File: config.mk
export PLATFORM = sky130hd
export DESIGN_NAME = days_between_dates
export DESIGN_NICKNAME = d
export VERILOG_FILES = /design/src/dbd_pkg.sv /design/src/days_between_dates.sv /design/src/dbd_fifo.sv /design/src/dbd_parse.sv /design/src/dbd_calc.sv
export SDC_FILE = /design/constraint.sdc
export NUM_CORES = 2
export LEC_CHECK = 0
export BUFFER_PORTS_ARGS = -buffer_cell sky130_fd_sc_hd__buf_2
export CAP_MARGIN = 20
export CORE_UTILIZATION = 42
export CTS_CLUSTER_DIAMETER = 30
export CTS_CLUSTER_SIZE = 30
export DETAILED_ROUTE_END_ITERATION = 7
export PLACE_DENSITY = 0.66
export SLEW_MARGIN = 10
export SYNTH_ARGS = -nofsm -noshare
export SYNTH_HDL_FRONTEND = slang
export SYNTH_SLANG_ARGS = --single-unit
File: constraint.sdc
create_clock -name clock -period 5.59 [get_ports clock]
set_input_delay 0.2795 -clock clock [delete_from_list [all_inputs] [get_ports clock]]
set_output_delay 0.2795 -clock clock [all_outputs]
set_load 0.01 [all_outputs]
File: src/dbd_pkg.sv
// Shared types and constants for the days-between-dates block.
`default_nettype none
package dbd_pkg;

   // Line layout
   localparam int unsigned SECOND_OFFSET = 13;
   localparam int unsigned LINE_BYTES    = 23;
   localparam int unsigned POS_MAX       = 31;
   localparam logic [7:0]  ASCII_ZERO    = 8'd48;

   // Field widths
   localparam int unsigned DAY_W   = 6;
   localparam int unsigned MONTH_W = 5;
   localparam int unsigned YEAR_W  = 14;
   localparam int unsigned POS_W   = 5;
   localparam int unsigned COUNT_W = 22;

   // Default queue depths
   localparam int unsigned JOB_DEPTH_DEF = 4;
   localparam int unsigned RSP_DEPTH_DEF = 8;

   typedef struct packed {
      logic [DAY_W-1:0]   day;
      logic [MONTH_W-1:0] month;
      logic [YEAR_W-1:0]  year;
   } date_type;

   // One parsed line, handed from the parser to the day arithmetic
   typedef struct packed {
      date_type first;
      date_type second;
   } job_type;

endpackage
`default_nettype wire

File: src/days_between_dates.sv
// Top level of the days-between-dates block: parser, job queue, arithmetic, result queue.
//
//   channel | ports                                   | handshake
//   --------+-----------------------------------------+------------------------------
//   input   | req_char_in[7:0], req_line_end          | word taken on req_push && !req_full
//   result  | rsp_day_count[21:0]                     | word taken on rsp_pop && !rsp_empty
//
// While req_full is low one byte per cycle is accepted; a word with req_line_end set queues one job.
// A job waits in the job queue, then goes through three pipeline registers (year/month prep,
// constant multiplies, day-number sum); after the last of them its result is written into
// the result queue and shows on the result ports once it is at the head of that queue.
// Reset clears position, parsed fields and both queues; no clearing pass.
// A stalled result side fills the result queue, then the job queue, then raises req_full.
`default_nettype none
module days_between_dates #(
   parameter int unsigned JOB_DEPTH = dbd_pkg::JOB_DEPTH_DEF,
   parameter int unsigned RSP_DEPTH = dbd_pkg::RSP_DEPTH_DEF
) (
   input  wire logic                          clock,
   input  wire logic                          reset,
   input  wire logic                          req_push,
   output logic                               req_full,
   input  wire logic [7:0]                    req_char_in,
   input  wire logic                          req_line_end,
   output logic                               rsp_empty,
   input  wire logic                          rsp_pop,
   output logic [dbd_pkg::COUNT_W-1:0]        rsp_day_count
);

   localparam int unsigned JOB_W = $bits(dbd_pkg::job_type);

   logic                                 byte_valid;
   logic                                 job_push;
   dbd_pkg::job_type                     job_in, job_out;
   logic                                 job_full, job_empty, job_take;
   logic [$clog2(JOB_DEPTH+1)-1:0]       job_level;
   logic [$clog2(RSP_DEPTH+1)-1:0]       rsp_level;
   logic                                 res_push;
   logic [dbd_pkg::COUNT_W-1:0]          res_data;
   logic                                 rsp_full;

   // Hold off bytes while the job queue is full
   assign req_full   = job_full;
   assign byte_valid = req_push && !job_full;

   dbd_parse u_parse (
      .clock      (clock),
      .reset      (reset),
      .byte_valid (byte_valid),
      .byte_char  (req_char_in),
      .byte_last  (req_line_end),
      .job_push   (job_push),
      .job_data   (job_in)
   );

   dbd_fifo #(
      .WIDTH (JOB_W),
      .DEPTH (JOB_DEPTH)
   ) u_job_q (
      .clock     (clock),
      .reset     (reset),
      .push      (job_push),
      .push_data (job_in),
      .full      (job_full),
      .pop       (job_take),
      .pop_data  (job_out),
      .empty     (job_empty),
      .level     (job_level)
   );

   dbd_calc #(
      .RSP_DEPTH (RSP_DEPTH)
   ) u_calc (
      .clock     (clock),
      .reset     (reset),
      .job_ready (!job_empty && (job_level != '0)),
      .job_data  (job_out),
      .job_take  (job_take),
      .rsp_level (rsp_level),
      .res_push  (res_push),
      .res_data  (res_data)
   );

   dbd_fifo #(
      .WIDTH (dbd_pkg::COUNT_W),
      .DEPTH (RSP_DEPTH)
   ) u_rsp_q (
      .clock     (clock),
      .reset     (reset),
      .push      (res_push && !rsp_full),
      .push_data (res_data),
      .full      (rsp_full),
      .pop       (rsp_pop),
      .pop_data  (rsp_day_count),
      .empty     (rsp_empty),
      .level     (rsp_level)
   );

endmodule
`default_nettype wire

File: src/dbd_fifo.sv
// Small register-based FIFO used for the job queue and the result queue.
`default_nettype none
module dbd_fifo #(
   parameter int unsigned WIDTH = 8,
   parameter int unsigned DEPTH = 4
) (
   input  wire logic                       clock,
   input  wire logic                       reset,
   input  wire logic                       push,
   input  wire logic [WIDTH-1:0]           push_data,
   output logic                            full,
   input  wire logic                       pop,
   output logic [WIDTH-1:0]                pop_data,
   output logic                            empty,
   output logic [$clog2(DEPTH+1)-1:0]      level
);

   localparam int unsigned AW = (DEPTH > 1) ? $clog2(DEPTH) : 1;
   localparam int unsigned LW = $clog2(DEPTH+1);

   logic [WIDTH-1:0] mem_ff [DEPTH];
   logic [AW-1:0]    wr_ptr_ff, wr_ptr_in;
   logic [AW-1:0]    rd_ptr_ff, rd_ptr_in;
   logic [LW-1:0]    count_ff, count_in;
   logic             do_push, do_pop;

   assign full     = (count_ff == LW'(DEPTH));
   assign empty    = (count_ff == '0);
   assign level    = count_ff;
   assign pop_data = mem_ff[rd_ptr_ff];
   assign do_push  = push && !full;
   assign do_pop   = pop && !empty;

   // Pointer and fill count update
   always_comb begin
      wr_ptr_in = wr_ptr_ff;
      rd_ptr_in = rd_ptr_ff;
      count_in  = count_ff;
      if (do_push) begin
         wr_ptr_in = (wr_ptr_ff == AW'(DEPTH-1)) ? '0 : wr_ptr_ff + AW'(1);
      end
      if (do_pop) begin
         rd_ptr_in = (rd_ptr_ff == AW'(DEPTH-1)) ? '0 : rd_ptr_ff + AW'(1);
      end
      if (do_push && !do_pop) begin
         count_in = count_ff + LW'(1);
      end else if (do_pop && !do_push) begin
         count_in = count_ff - LW'(1);
      end
   end

   always_ff @(posedge clock) begin
      if (reset) begin
         wr_ptr_ff <= '0;
         rd_ptr_ff <= '0;
         count_ff  <= '0;
      end else begin
         wr_ptr_ff <= wr_ptr_in;
         rd_ptr_ff <= rd_ptr_in;
         count_ff  <= count_in;
      end
   end

   // Storage, no reset
   always_ff @(posedge clock) begin
      if (do_push) begin
         mem_ff[wr_ptr_ff] <= push_data;
      end
   end

endmodule
`default_nettype wire

File: src/dbd_parse.sv
// Front end: takes line bytes, parses both dates by position, emits a job per line.
`default_nettype none
module dbd_parse (
   input  wire logic                clock,
   input  wire logic                reset,
   input  wire logic                byte_valid,
   input  wire logic [7:0]          byte_char,
   input  wire logic                byte_last,
   output logic                     job_push,
   output dbd_pkg::job_type         job_data
);

   localparam int unsigned POS_W = dbd_pkg::POS_W;

   // Positions inside one date
   localparam logic [3:0] REL_DAY_TENS   = 4'd0;
   localparam logic [3:0] REL_DAY_UNITS  = 4'd1;
   localparam logic [3:0] REL_MON_TENS   = 4'd3;
   localparam logic [3:0] REL_MON_UNITS  = 4'd4;
   localparam logic [3:0] REL_YEAR_1000  = 4'd6;
   localparam logic [3:0] REL_YEAR_100   = 4'd7;
   localparam logic [3:0] REL_YEAR_10    = 4'd8;
   localparam logic [3:0] REL_YEAR_1     = 4'd9;

   logic [POS_W-1:0]  pos_ff, pos_in;
   dbd_pkg::date_type first_ff, first_in;
   dbd_pkg::date_type second_ff, second_in;
   dbd_pkg::date_type upd;
   logic              in_first, in_line;
   logic [3:0]        rel;
   // byte minus '0', wrapped at the widest field so non-digits fold in like the year math
   logic [dbd_pkg::YEAR_W-1:0] v;

   assign in_first = (pos_ff < POS_W'(dbd_pkg::SECOND_OFFSET));
   assign in_line  = (pos_ff < POS_W'(dbd_pkg::LINE_BYTES));
   assign rel      = in_first ? 4'(pos_ff) : 4'(pos_ff - POS_W'(dbd_pkg::SECOND_OFFSET));
   assign v        = dbd_pkg::YEAR_W'(byte_char) - dbd_pkg::YEAR_W'(dbd_pkg::ASCII_ZERO);

   // Apply this byte to the date it falls in
   always_comb begin
      upd = in_first ? first_ff : second_ff;
      unique case (rel)
         REL_DAY_TENS: begin
            if (byte_char == "1") begin
               upd.day = 6'd10;
            end else if (byte_char == "2") begin
               upd.day = 6'd20;
            end else if (byte_char == "3") begin
               upd.day = 6'd30;
            end else begin
               upd.day = 6'd0;
            end
         end
         REL_DAY_UNITS: upd.day   = upd.day + v[5:0];
         REL_MON_TENS:  upd.month = (byte_char == "1") ? 5'd10 : 5'd0;
         REL_MON_UNITS: upd.month = upd.month + v[4:0];
         REL_YEAR_1000: upd.year  = v * 14'd1000;
         REL_YEAR_100:  upd.year  = upd.year + v * 14'd100;
         REL_YEAR_10:   upd.year  = upd.year + v * 14'd10;
         REL_YEAR_1:    upd.year  = upd.year + v;
         default: ;
      endcase
   end

   // Next field and position values
   always_comb begin
      first_in  = first_ff;
      second_in = second_ff;
      pos_in    = pos_ff;
      if (byte_valid) begin
         if (in_line && in_first) begin
            first_in = upd;
         end else if (in_line) begin
            second_in = upd;
         end
         if (byte_last) begin
            pos_in = '0;
         end else if (pos_ff != POS_W'(dbd_pkg::POS_MAX)) begin
            pos_in = pos_ff + POS_W'(1);
         end
      end
   end

   assign job_push       = byte_valid && byte_last;
   assign job_data.first  = first_in;
   assign job_data.second = second_in;

   always_ff @(posedge clock) begin
      if (reset) begin
         pos_ff    <= '0;
         first_ff  <= '0;
         second_ff <= '0;
      end else begin
         pos_ff    <= pos_in;
         first_ff  <= first_in;
         second_ff <= second_in;
      end
   end

endmodule
`default_nettype wire

File: src/dbd_calc.sv
// Back end: three-stage day-number pipeline and the gap between the two dates, less one.
`default_nettype none
module dbd_calc #(
   parameter int unsigned RSP_DEPTH = dbd_pkg::RSP_DEPTH_DEF
) (
   input  wire logic                               clock,
   input  wire logic                               reset,
   input  wire logic                               job_ready,
   input  wire dbd_pkg::job_type                   job_data,
   output logic                                    job_take,
   input  wire logic [$clog2(RSP_DEPTH+1)-1:0]     rsp_level,
   output logic                                    res_push,
   output logic [dbd_pkg::COUNT_W-1:0]             res_data
);

   localparam int unsigned LW = $clog2(RSP_DEPTH+1);
   localparam int unsigned SW = ((LW > 2) ? LW : 2) + 1;
   localparam int unsigned DN_W = 23;

   // Stage 1: shifted year, month index term input, day
   typedef struct packed {
      logic [14:0] yy;
      logic [12:0] mterm;
      logic [5:0]  day;
   } s1_type;

   // Stage 2: products
   typedef struct packed {
      logic [DN_W-1:0] y365;
      logic [12:0]     q;
      logic [7:0]      cent;
      logic [9:0]      mdays;
      logic [5:0]      day;
   } s2_type;

   function automatic s1_type prep(input dbd_pkg::date_type dt);
      s1_type r;
      logic   early;
      logic [5:0] mp;
      early   = (dt.month <= 5'd2);
      mp      = early ? 6'(dt.month) + 6'd9 : 6'(dt.month) - 6'd3;
      r.yy    = 15'(dt.year) + 15'd400 - (early ? 15'd1 : 15'd0);
      r.mterm = 13'(mp) * 13'd153 + 13'd2;
      r.day   = dt.day;
      return r;
   endfunction

   // floor(yy/100) = floor(floor(yy/4)/25), by reciprocal 41944/2^20
   function automatic s2_type mult(input s1_type a);
      s2_type r;
      logic [28:0] qm;
      logic [25:0] mm;
      r.y365  = DN_W'(a.yy) * DN_W'(365);
      r.q     = a.yy[14:2];
      qm      = 29'(r.q) * 29'd41944;
      r.cent  = qm[27:20];
      mm      = 26'(a.mterm) * 26'd6554;
      r.mdays = mm[24:15];
      r.day   = a.day;
      return r;
   endfunction

   function automatic logic [DN_W-1:0] total(input s2_type a);
      return a.y365 + DN_W'(a.q) - DN_W'(a.cent) + DN_W'(a.cent[7:2])
             + DN_W'(a.mdays) + DN_W'(a.day);
   endfunction

   logic            v1_ff, v2_ff, v3_ff;
   s1_type          a1_ff, b1_ff;
   s2_type          a2_ff, b2_ff;
   logic [DN_W-1:0] a3_ff, b3_ff;
   logic [SW-1:0]   committed;
   logic [DN_W-1:0] diff;

   // Issue only when the result queue has room for everything in flight
   assign committed = SW'(rsp_level) + SW'(v1_ff) + SW'(v2_ff) + SW'(v3_ff);
   assign job_take  = job_ready && (committed < SW'(RSP_DEPTH));

   always_ff @(posedge clock) begin
      if (reset) begin
         v1_ff <= 1'b0;
         v2_ff <= 1'b0;
         v3_ff <= 1'b0;
      end else begin
         v1_ff <= job_take;
         v2_ff <= v1_ff;
         v3_ff <= v2_ff;
      end
   end

   // Datapath, no reset
   always_ff @(posedge clock) begin
      a1_ff <= prep(job_data.first);
      b1_ff <= prep(job_data.second);
      a2_ff <= mult(a1_ff);
      b2_ff <= mult(b1_ff);
      a3_ff <= total(a2_ff);
      b3_ff <= total(b2_ff);
   end

   // Absolute gap minus one, floored at zero
   assign diff     = (a3_ff > b3_ff) ? a3_ff - b3_ff : b3_ff - a3_ff;
   assign res_push = v3_ff;
   assign res_data = (diff != '0) ? dbd_pkg::COUNT_W'(diff - DN_W'(1)) : '0;

endmodule
`default_nettype wire
==> After elaboration in Yosys (flattened, before gate mapping) <==
Memories as Yosys holds them, arrays and structs flattened. A register that Yosys moved wholly into a read port is not among the register bits.
Index checks and enable logic that the tools add are counted.
{ "classes": {"n_addsub": 42, "magnitude_cmp": 6, "mux": 38, "reduce_logical": 31, "multipliers": 11, "n_eq_ne": 17} }
{ "ops": {"columns": ["operator", "n"], "rows": [
  ["$mux 25", 6],
  ["$add 23x6->23", 4],
  ["$pmux 14 s4", 1],
  ["$mul 13x13->25 const B", 2],
  ["$mul 13x12->24 const B", 2],
  ["$add 23x10->23", 2],
  ["$add 23x13->23", 2],
  ["$mul 15x9->23 const B", 2],
  ["$sub 23x23->23", 2],
  ["$sub 23x8->23", 2],
  ["$add 14x14->14", 3],
  ["$add 14x9->15 const B", 2],
  ["$sub 15x15->15", 2],
  ["$add 13x2->13 const B", 2],
  ["$mul 6x8->13 const B", 2],
  ["$eq 8x6->1 const B", 3],
  ["$gt 23x23->1", 1],
  ["$mux 23", 1],
  ["$reduce_bool 23->1", 1],
  ["$mux 22", 1],
  ["$sub 22x1->22 const B", 1],
  ["$mux 5", 4],
  ["$mux 3", 6],
  ["$mux 6", 3],
  ["39 further kinds", 88]
]} }
{ "word_totals": {"input_bits": 13, "mem_count": 2, "ramBits": 376, "out_inout_bits": 24, "regBits": 309, "wordCells": 181} }
{ "memory_table": {"columns": ["name", "words", "word_bits", "read_ports", "rd_ports_with_merged_regs", "write_ports", "line_no", "text"], "rows": [
  ["u_job_q.mem_ff", 4, 50, 1, 1, 1, "dbd_fifo.sv:21", "logic [WIDTH-1:0] mem_ff [DEPTH];"],
  ["u_rsp_q.mem_ff", 8, 22, 1, 1, 1, "dbd_fifo.sv:21", null]
]} }

==> Longest topological paths before layout <==
{ "depth": {"ltp_word": 9, "ltp_mapped": 28, "mapped_depth_nobuf": 26} }

==> Hierarchy <==
From an unflattened synthesis, not the netlist that was laid out.
{ "unflattened": {"cells_unflattened": 4914, "area_unflattened_um2": 53488.8} }
{ "modules_own_cells": {"columns": ["mod", "cells_per_inst", "instances", "area_per_inst_um2", "seq_area_each_um2"], "rows": [
  ["dbd_calc", 3265, 1, 30708.2, 4744.6],
  ["dbd_fifo (u_job_q)", 312, 1, 7697.4, 6185.9],
  ["dbd_parse", 1003, 1, 7602.3, 1101.1],
  ["dbd_fifo (u_rsp_q)", 330, 1, 7459.7, 5545.3],
  ["days_between_dates", 4, 1, 21.3, 0.0]
]} }

==> Least setup slack after synthesis <==
No wires, ideal clock.
{ "synth_timing": {"path_type": "register to register", "from": "register with a tool-made name", "to": "register u_calc.a1_ff[18] (netlist bit)", "slack_ns": -0.290, "required_ns": 5.460, "path_buffers": 2, "arrival_time_ns": 5.750, "stages_incl_launch_ff": 29, "period_less_slack_ns": 5.880, "setup_ns": 0.130, "cell_sequence": "dfxtp_1 > clkbuf_1 > buf_2 > mux4_2 > inv_1 > ha_1 > inv_1 > a2111oi_0 > inv_1 > ha_1 > a31oi_1 > nand2b_1 > a21oi_1 > xnor2_1 > ha_1 > inv_1 > fa_1 > inv_1 > ha_1 > a31oi_1 > nor2b_1 > o21a_1 > o21a_1 > o21ai_0 > nand2_1 > a21oi_1 > nor2b_1 > nor2_1 > xnor2_1"} }
{ "synth_rtl": {"columns": ["item", "line_no", "text"], "rows": [
  ["to (signal assigned)", "dbd_calc.sv:93", "a1_ff <= prep(job_data.first);"],
  ["to (decl)", "dbd_calc.sv:69", "s1_type a1_ff, b1_ff;"]
]} }

==> results.ini <==
[run_status]
status = completed

[die]
io_pins = 37
start_util = 0.424
die-width_microns = 353
core_area_sq_mm = 0.122
fp.dieH_microns = 353
rows = 128
dieArea_sq_mm = 0.125

[drt]
firstDrtPassIters = 5
first_iter_violations = 1479
drt-total-wl_microns = 110000
routed-via-count = 33261
routedWlPerCell_microns = 16.8
route.detailed.drc = 0
via_per_inst = 5.09
ant_nets = 0

[placed_design]
gp_congestion = 0.891
portBuffers = 36
dp_hpwl_microns = 86200

[sta]
slew_headroom = 0.166
fmax_ghz = 0.191
worst_pin_slew_ps = 1240
fin_tns_setup_ps = 0
finalCriticalPeriod_ps = 5220
fin_hold_ws_ps = 125
setup_violations = 0
drv_slew = 0
fin_crit_sh = 0.935
finClkSkew_ps = 19.3
hold_violations = 0

[logic_synthesis]
synth_nets = 5764
ys_async_sr_fraction = 0
syn_inst = 4596
synth_edf_count = 376
synth.area.mux_share = 0.0581
synth_top_area_frac = 0.218
synthTopCellsByArea = edfxtp_1 (22%), ha_1 (18%), fa_1 (15%)
ys_seq_elements = 690
synth_top_family_by_area = adder cells
synth_area_leader_cell = edfxtp_1
synth_xor_xnor_area_share = 0.0452
syn_area_sq_mm = 0.0517
ys.flop_type = edfxtp_1
synth_warnings = 0
yosys.area_share.simple = 0.0684
synth_fa_ha_area_frac = 0.336
yosysUniqueCellTypes = 92
yosysSeqAreaShare = 0.340
synth-compound-area-share = 0.0830
postSynthAreaPerCell_sq_um = 11.2

[cts]
htreeDepth = 4
numCtsBuffers = 145
numClockSinks = 690
cts_tree = yes
clockBufferDepth = 3
path_clk_slew_ps = 50
root_buffer = clkbuf_16
worstSkewPairLatency_ps = 720

[setup_path]
crit_top_cell = ha_1
critPathArrivalTime_ps = 5820
path_cells = mux4_2, inv_1, ha_1, inv_1, a2111oi_4, inv_2, ha_4, a31oi_2, nand2b_1, a21oi_2, xnor2_2, ha_1, fa_1, ha_1, a31oi_2, nor2b_1, o21a_1, o21a_1, o21ai_0, nand2_1, a21oi_1, nor2b_1, nor2_1, xnor2_1
cp-end-kind = flop
cp-start-kind = flop
cp.required_ps = 6180
crit_family = adder cells
slowest_stage = mux4_2
criticalPathCategory = reg2reg
worst-path-buf-inv = 3
max_stage_delay_ps = 530
path_max_fanout = 8

[layout]
layout-drive-gt1-share = 0.126
fill_cells = 10647
syn2layout_area_growth_pct = 15.2
layout.nets = 5959

[global_routing]
grt_max_degree = 45
grt_pass1_vias = 34922
overflow = 0
grt_pass1_wl_microns = 180000
grt_usage = 0.180
antenna_found_initial = 0

[min_path]
holdCritPathClass = in2reg

[job]
maxCapViolCount = 0

-- final timing paths --
| check | from | to | slack [ps] | cells after the start |
|---|---|---|---|---|
| worst max-delay path | flop | u_calc.b1_ff[18] | 370 | 24 |
| worst min-delay path | reset | u_parse.first_ff[11] | 130 | 2 |
| worst min register to register | u_calc.a1_ff[3] | u_calc.a2_ff[3] | 320 | 0 |
| worst max register to register | flop | u_calc.b1_ff[18] | 370 | 24 |
-- state kept, by name (all words and copies together), names as in the netlist, 23 cells and up, named ones only --
register,count
u_calc.b3_ff,23
u_calc.a1_ff,34
u_parse.first_ff,25
u_rsp_q.mem_ff,176
u_calc.a2_ff,60
u_calc.a3_ff,23
u_parse.second_ff,25
u_calc.b1_ff,34
u_job_q.mem_ff,200
u_calc.b2_ff,60
-- cell families after synthesis --
group	after synthesis
multiplexers	176
flip-flops	690
buffers and inverters	937
XOR/XNOR	264
adder cells (fa/ha/maj)	1156
AND/OR/NAND/NOR	713
AO/OA/AOI/OAI	660
-- cells in the mapped netlist (all sizes together) (54+ instances only) --
cell	n
mux4	94
mux2	54
dfxtp	314
xor2	71
a21o	66
edfxtp	376
ha	764
nand2	174
o21ai	124
xnor2	193
nor2	189
clkbuf	65
fa	391
nor3	58
inv	849
nor2b	81
a21oi	201
-- through the flow --
stage                      util  setup WS, ps  area (sq um)  instances
after floorplan               -          23.7         51700       4596
after global placement    0.446         -69.4         54300       6261
after detailed placement  0.446          -190         54300       6262
after CTS                 0.487          12.1         59400       6531
after global routing      0.489         -46.1         59500       6536
final                     0.489           366         59500       6537
-- timing repair --
| action | CTS | global route |
|---|---|---|
| endpoints found under the hold margin | 1 | 0 |
| hold buffers | 1 | 0 |
| pin swaps | 0 | 1 |
| buffers inserted | 1 | 5 |
| endpoints found under the setup margin | 1 | 15 |
| gates resized for setup | 2 | 27 |
-- area by class of cell --
class / instances / area [sq um] / share of cell area
Multi-Input combinational cell: 2969 / 30700 / 0.516
Sequential cell: 690 / 17600 / 0.296
Clock buffer: 161 / 3770 / 0.0633
Inverter: 849 / 3190 / 0.0535
Tap cell: 1625 / 2030 / 0.0341
Clock inverter: 106 / 1280 / 0.0214
Timing Repair Buffer: 136 / 933 / 0.0157
Antenna cell: 1 / 2.50 / 0.0000420
-- worst register-to-register path: stages, from the launching register on --
cell and delay [ps]:
dfxtp_4 430, mux4_2 540, inv_1 90, ha_1 200
inv_1 90, a2111oi_4 350, inv_2 100, ha_4 270
a31oi_2 170, nand2b_1 100, a21oi_2 180, xnor2_2 180
ha_1 300, fa_1 490, ha_1 360, a31oi_2 180
nor2b_1 70, o21a_1 180, o21a_1 180, o21ai_0 140
nand2_1 100, a21oi_1 160, nor2b_1 60, nor2_1 110
xnor2_1 70
-- per-layer routing --
| metal | global-route usage | up-vias | part of all wire |
|---|---|---|---|
| met2 | 0.318 | 610 | 0.50 |
| li1 | - | 16136 | - |
| met1 | 0.224 | 16343 | 0.44 |
| met4 | 0.0618 | 0 | 0.027 |
| met5 | 0 | - | 0 |
| met3 | 0.0276 | 172 | 0.038 |
-- placed cells by master (no fill, tap or decap), types with 119 or more instances in the layout --
master | synthesis | layout
inv_1 | 848 | 847
ha_1 | 764 | 762
fa_1 | 391 | 391
edfxtp_1 | 376 | 376
dfxtp_1 | 314 | 297
a21oi_1 | 200 | 199
xnor2_1 | 190 | 187
nor2_1 | 188 | 184
nand2_1 | 174 | 174
clkbuf_16 | 0 | 147
o21ai_0 | 119 | 119
Power is left out: the tool's default activity adds up to more than one toggle a clock period on the data nets, which glitch-free logic cannot reach.
